[src/rtl/core/omc_pkg.sv]
`default_nettype none

package omc_pkg;

    localparam int WEIGHT_W      = 32;
    localparam int ENTRY_W       = 48;
    localparam int COST_W        = 64;
    localparam int MAX_ITEMS_DEF = 1024;

    typedef enum logic [1:0] {
        CELL_HOLD,
        CELL_INSERT,
        CELL_MERGE
    } cell_op_t;

    // Broadcast to every cell of the chain.
    typedef struct packed {
        cell_op_t              op;
        logic [ENTRY_W-1:0]    key;
    } cell_ctl_t;

    // What a cell shows to its neighbors.
    typedef struct packed {
        logic                  le;
        logic [ENTRY_W-1:0]    val;
    } cell_link_t;

endpackage

`default_nettype wire

[src/rtl/core/omc_cell.sv]
`default_nettype none

module omc_cell
    import omc_pkg::*;
#(
    parameter int IDX   = 0,
    parameter int CNT_W = 11
)
(
    input  wire logic             clk,
    input  wire cell_ctl_t        ctl,
    input  wire logic [CNT_W-1:0] count,
    input  wire cell_link_t       prev_link,
    input  wire cell_link_t       next1_link,
    input  wire cell_link_t       next2_link,
    output cell_link_t            link
);

    logic [ENTRY_W-1:0] val_reg;
    logic [ENTRY_W-1:0] val_next;
    logic               le_self;

    // The chain is sorted ascending, so the cells that hold a value no larger
    // than the key form a prefix of the occupied cells.
    assign le_self = (count > CNT_W'(IDX)) && (val_reg <= ctl.key);
    assign link.le  = le_self;
    assign link.val = val_reg;

    always_comb
    begin
        case (ctl.op)
            CELL_INSERT:
            begin
                if (le_self)
                    val_next = val_reg;
                else if (prev_link.le)
                    val_next = ctl.key;
                else
                    val_next = prev_link.val;
            end
            // Drop the two front entries and slide the key into place in one step.
            CELL_MERGE:
            begin
                if (next2_link.le)
                    val_next = next2_link.val;
                else if (next1_link.le)
                    val_next = ctl.key;
                else
                    val_next = next1_link.val;
            end
            default:
                val_next = val_reg;
        endcase
    end

    always_ff @(posedge clk)
    begin
        val_reg <= val_next;
    end

endmodule

`default_nettype wire

[config.mk]
export PLATFORM = sky130hd
export DESIGN_NAME = omc_cell
export DESIGN_NICKNAME = d
export VERILOG_FILES = /design/src/rtl/core/omc_pkg.sv /design/src/rtl/core/omc_cell.sv
export SDC_FILE = /design/constraint.sdc
export NUM_CORES = 1
export LEC_CHECK = 0
export ABC_AREA = 0
export BUFFER_PORTS_ARGS = -buffer_cell sky130_fd_sc_hd__buf_2
export CORE_ASPECT_RATIO = 0.8
export CORE_MARGIN = 1.5
export CORE_UTILIZATION = 40
export DETAILED_ROUTE_END_ITERATION = 8
export HOLD_SLACK_MARGIN = 0.05
export PLACE_DENSITY = 0.76
export SLEW_MARGIN = 5
export SYNTH_ARGS = -nofsm -noshare
export SYNTH_HDL_FRONTEND = slang
export SYNTH_SLANG_ARGS = --single-unit
export TNS_END_PERCENT = 30
[constraint.sdc]
create_clock -name clk -period 3.6 [get_ports clk]
set_input_delay 0.72 -clock clk [delete_from_list [all_inputs] [get_ports clk]]
set_output_delay 0.72 -clock clk [all_outputs]
set_load 0.02 [all_outputs]
==> results.json <==
{
  "p_total_mw": 1.81,
  "tns_ns": 0,
  "dp_hpwl_um": 11500,
  "tightest_slew_ns": 0.864,
  "slew_viol_final": 0,
  "synth_edf_count": 48,
  "antenna_left": 0,
  "boundaryPins": 258,
  "gp_congestion": 0.930,
  "htree_levels": 2,
  "synth_area_leader_cell": "edfxtp_1",
  "vias": 4767,
  "synthAdderAreaFrac": 0.130,
  "crit_chain": "buf_2, inv_1, ha_1, nand4_1, nor2_1, a221o_1, a211o_1, o21a_1, a21boi_2, buf_2",
  "grt_overflow": 0,
  "post_cts_buffers": 0,
  "netlist.area_leader.share": 0.312,
  "setup_viol": 0,
  "path_class": "in2out",
  "grt_util_all_layers": 0.235,
  "cts_inserted_buffers": 5,
  "grt_max_degree": 70,
  "synthXorXnorAreaFrac": 0,
  "arrival_ns": 2.62,
  "clock_sinks": 48,
  "insertion_delay_ns": 0.29,
  "cp-start-kind": "primary input",
  "cp_slowest_cell": "ha_1",
  "ys_async_sr_fraction": 0,
  "area_growth_pct": 33.6,
  "status": "finished clean",
  "syn_area_per_cell_um2": 9.22,
  "timing.fmax_ghz": 0.299,
  "drc": 0,
  "p_leak_nw": 3.13,
  "final_util": 0.559,
  "postCtsHoldBufs": 0,
  "grt_pass1_wl_um": 22500,
  "ys_ff_latch": 48,
  "ir_drop_uv": 201,
  "cts_root_buf": "clkbuf_16",
  "ys_types": 35,
  "core_area_um2": 11100,
  "synth_top_family_by_area": "multiplexers",
  "synth_compound_area_frac": 0.188,
  "ys_warn_count": 0,
  "clk_transition_reported_paths_ns": 0.07,
  "die_x_um": 123,
  "max_slew_margin": 0.424,
  "setup_slack_ns": 0.258,
  "fp.dieH_um": 99.2,
  "largest_reg_flops": 48,
  "fin_skew_ns": 0.00575,
  "min_path_type": "in2reg",
  "cts_resized": 0,
  "drive_gt1_frac": 0.376,
  "viasPerCell": 5.40,
  "max_stage_delay_ns": 0.33,
  "final_common_cell": "buf_2",
  "power.density_nw_per_um2": 292,
  "synth_area_leaders": "edfxtp_1 (31%), mux2i_1 (21%), ha_1 (13%)",
  "num_rows": 34,
  "grt_setup_unrepaired": "false",
  "syn_nets": 759,
  "synth_flop_cell": "edfxtp_1",
  "period_needed_ns": 3.34,
  "dr.pass1.iters": 4,
  "final_cell_mix": "buf_2 (257), mux2i_1 (96), a21oi_1 (66)",
  "finalHoldViolations": 0,
  "tritoncts": "done",
  "initialDrtViolationCount": 191,
  "endpoint_kind": "output pin",
  "clock_path_buffers": 2,
  "crit_fanout": 4,
  "dp_slack_ns": 0.248,
  "die_area_um2": 12200,
  "wl_per_cell_um": 16.5,
  "antenna_found_initial": 0,
  "syn_area_um2": 4630,
  "totalWireLength_um": 14500,
  "crit_top_cell": "buf_2",
  "cp.required_ns": 2.88,
  "grt_pass1_vias": 4730,
  "num_antenna_cells": 0,
  "port_buffers": 257,
  "synth.mux.area_fraction": 0.208,
  "fin_crit_sh": 0.928,
  "netlist_instances": 502,
  "synth-simple-area-share": 0.0917,
  "maxCapViolations": 0,
  "seq_area_frac_synth": 0.312,
  "initial_core_util": 0.418,
  "nNetsFinal": 995
}
area by class of cell:
type,count,area [µm²]
Clock inverter,3,13.8
Sequential cell,48,1440
Timing Repair Buffer,264,1380
Inverter,48,180
Fill cell,1027,4880
Multi-Input combinational cell,371,2870
Clock buffer,5,125
Tap cell,144,180
routing by layer:
layer / up-vias / global-route usage / wire [µm]
met3: 25 / 0.0482 / 976
met2: 176 / 0.428 / 7180
met5: - / 0 / 0
met4: 0 / 0.0752 / 318
li1: 2353 / - / -
met1: 2213 / 0.274 / 6060
synth_stat cells, drive strengths merged, types with 7 or more instances:
| master | number |
|---|---|
| ha | 48 |
| nand4 | 13 |
| a21oi | 67 |
| clkbuf | 25 |
| edfxtp | 48 |
| a211oi | 50 |
| mux2i | 96 |
| inv | 48 |
| buf | 10 |
| nand3 | 9 |
| nor2 | 49 |
| nand2 | 7 |
report_power, final:
group | internal [mW] | total [mW] | switching [mW]
combinational | 0.279 | 0.639 | 0.360
sequential | 0.684 | 0.711 | 0.0269
clock | 0.253 | 0.458 | 0.205
critical path, delay by kind of cell:
kind	cells	cell delay, ns
buffers and inverters	3	0.34
AND/OR/NAND/NOR	2	0.29
adder cells (fa/ha/maj)	1	0.33
AO/OA/AOI/OAI	4	0.93
logic make-up after synthesis:
family          Yosys count
compound gates          137
mux                      96
simple gates             90
buf+inv                  83
fa+ha+maj                48
flops                    48
final timing paths:
kind	cells after the start	start	end	slack, ns
setup / recovery	10	ctl[46]	link[48]	0.26
hold reg to reg	5	val_reg[47]	val_reg[43]	1.40
setup reg to reg	7	val_reg[31]	val_reg[2]	0.92
hold / removal	3	next2_link[21]	val_reg[21]	0.78
through the flow:
| stage | instances | instance area, µm² | hold slack [ns] |
|---|---|---|---|
| floorplan | 502 | 4630 | 0.972 |
| global placement | 875 | 6040 | 1.07 |
| detailed placement | 875 | 6040 | 1.07 |
| CTS | 883 | 6180 | 0.768 |
| global route | 883 | 6180 | 0.785 |
| finish | 883 | 6180 | 0.776 |
No activity file was read; power rests on OpenSTA's default activity.
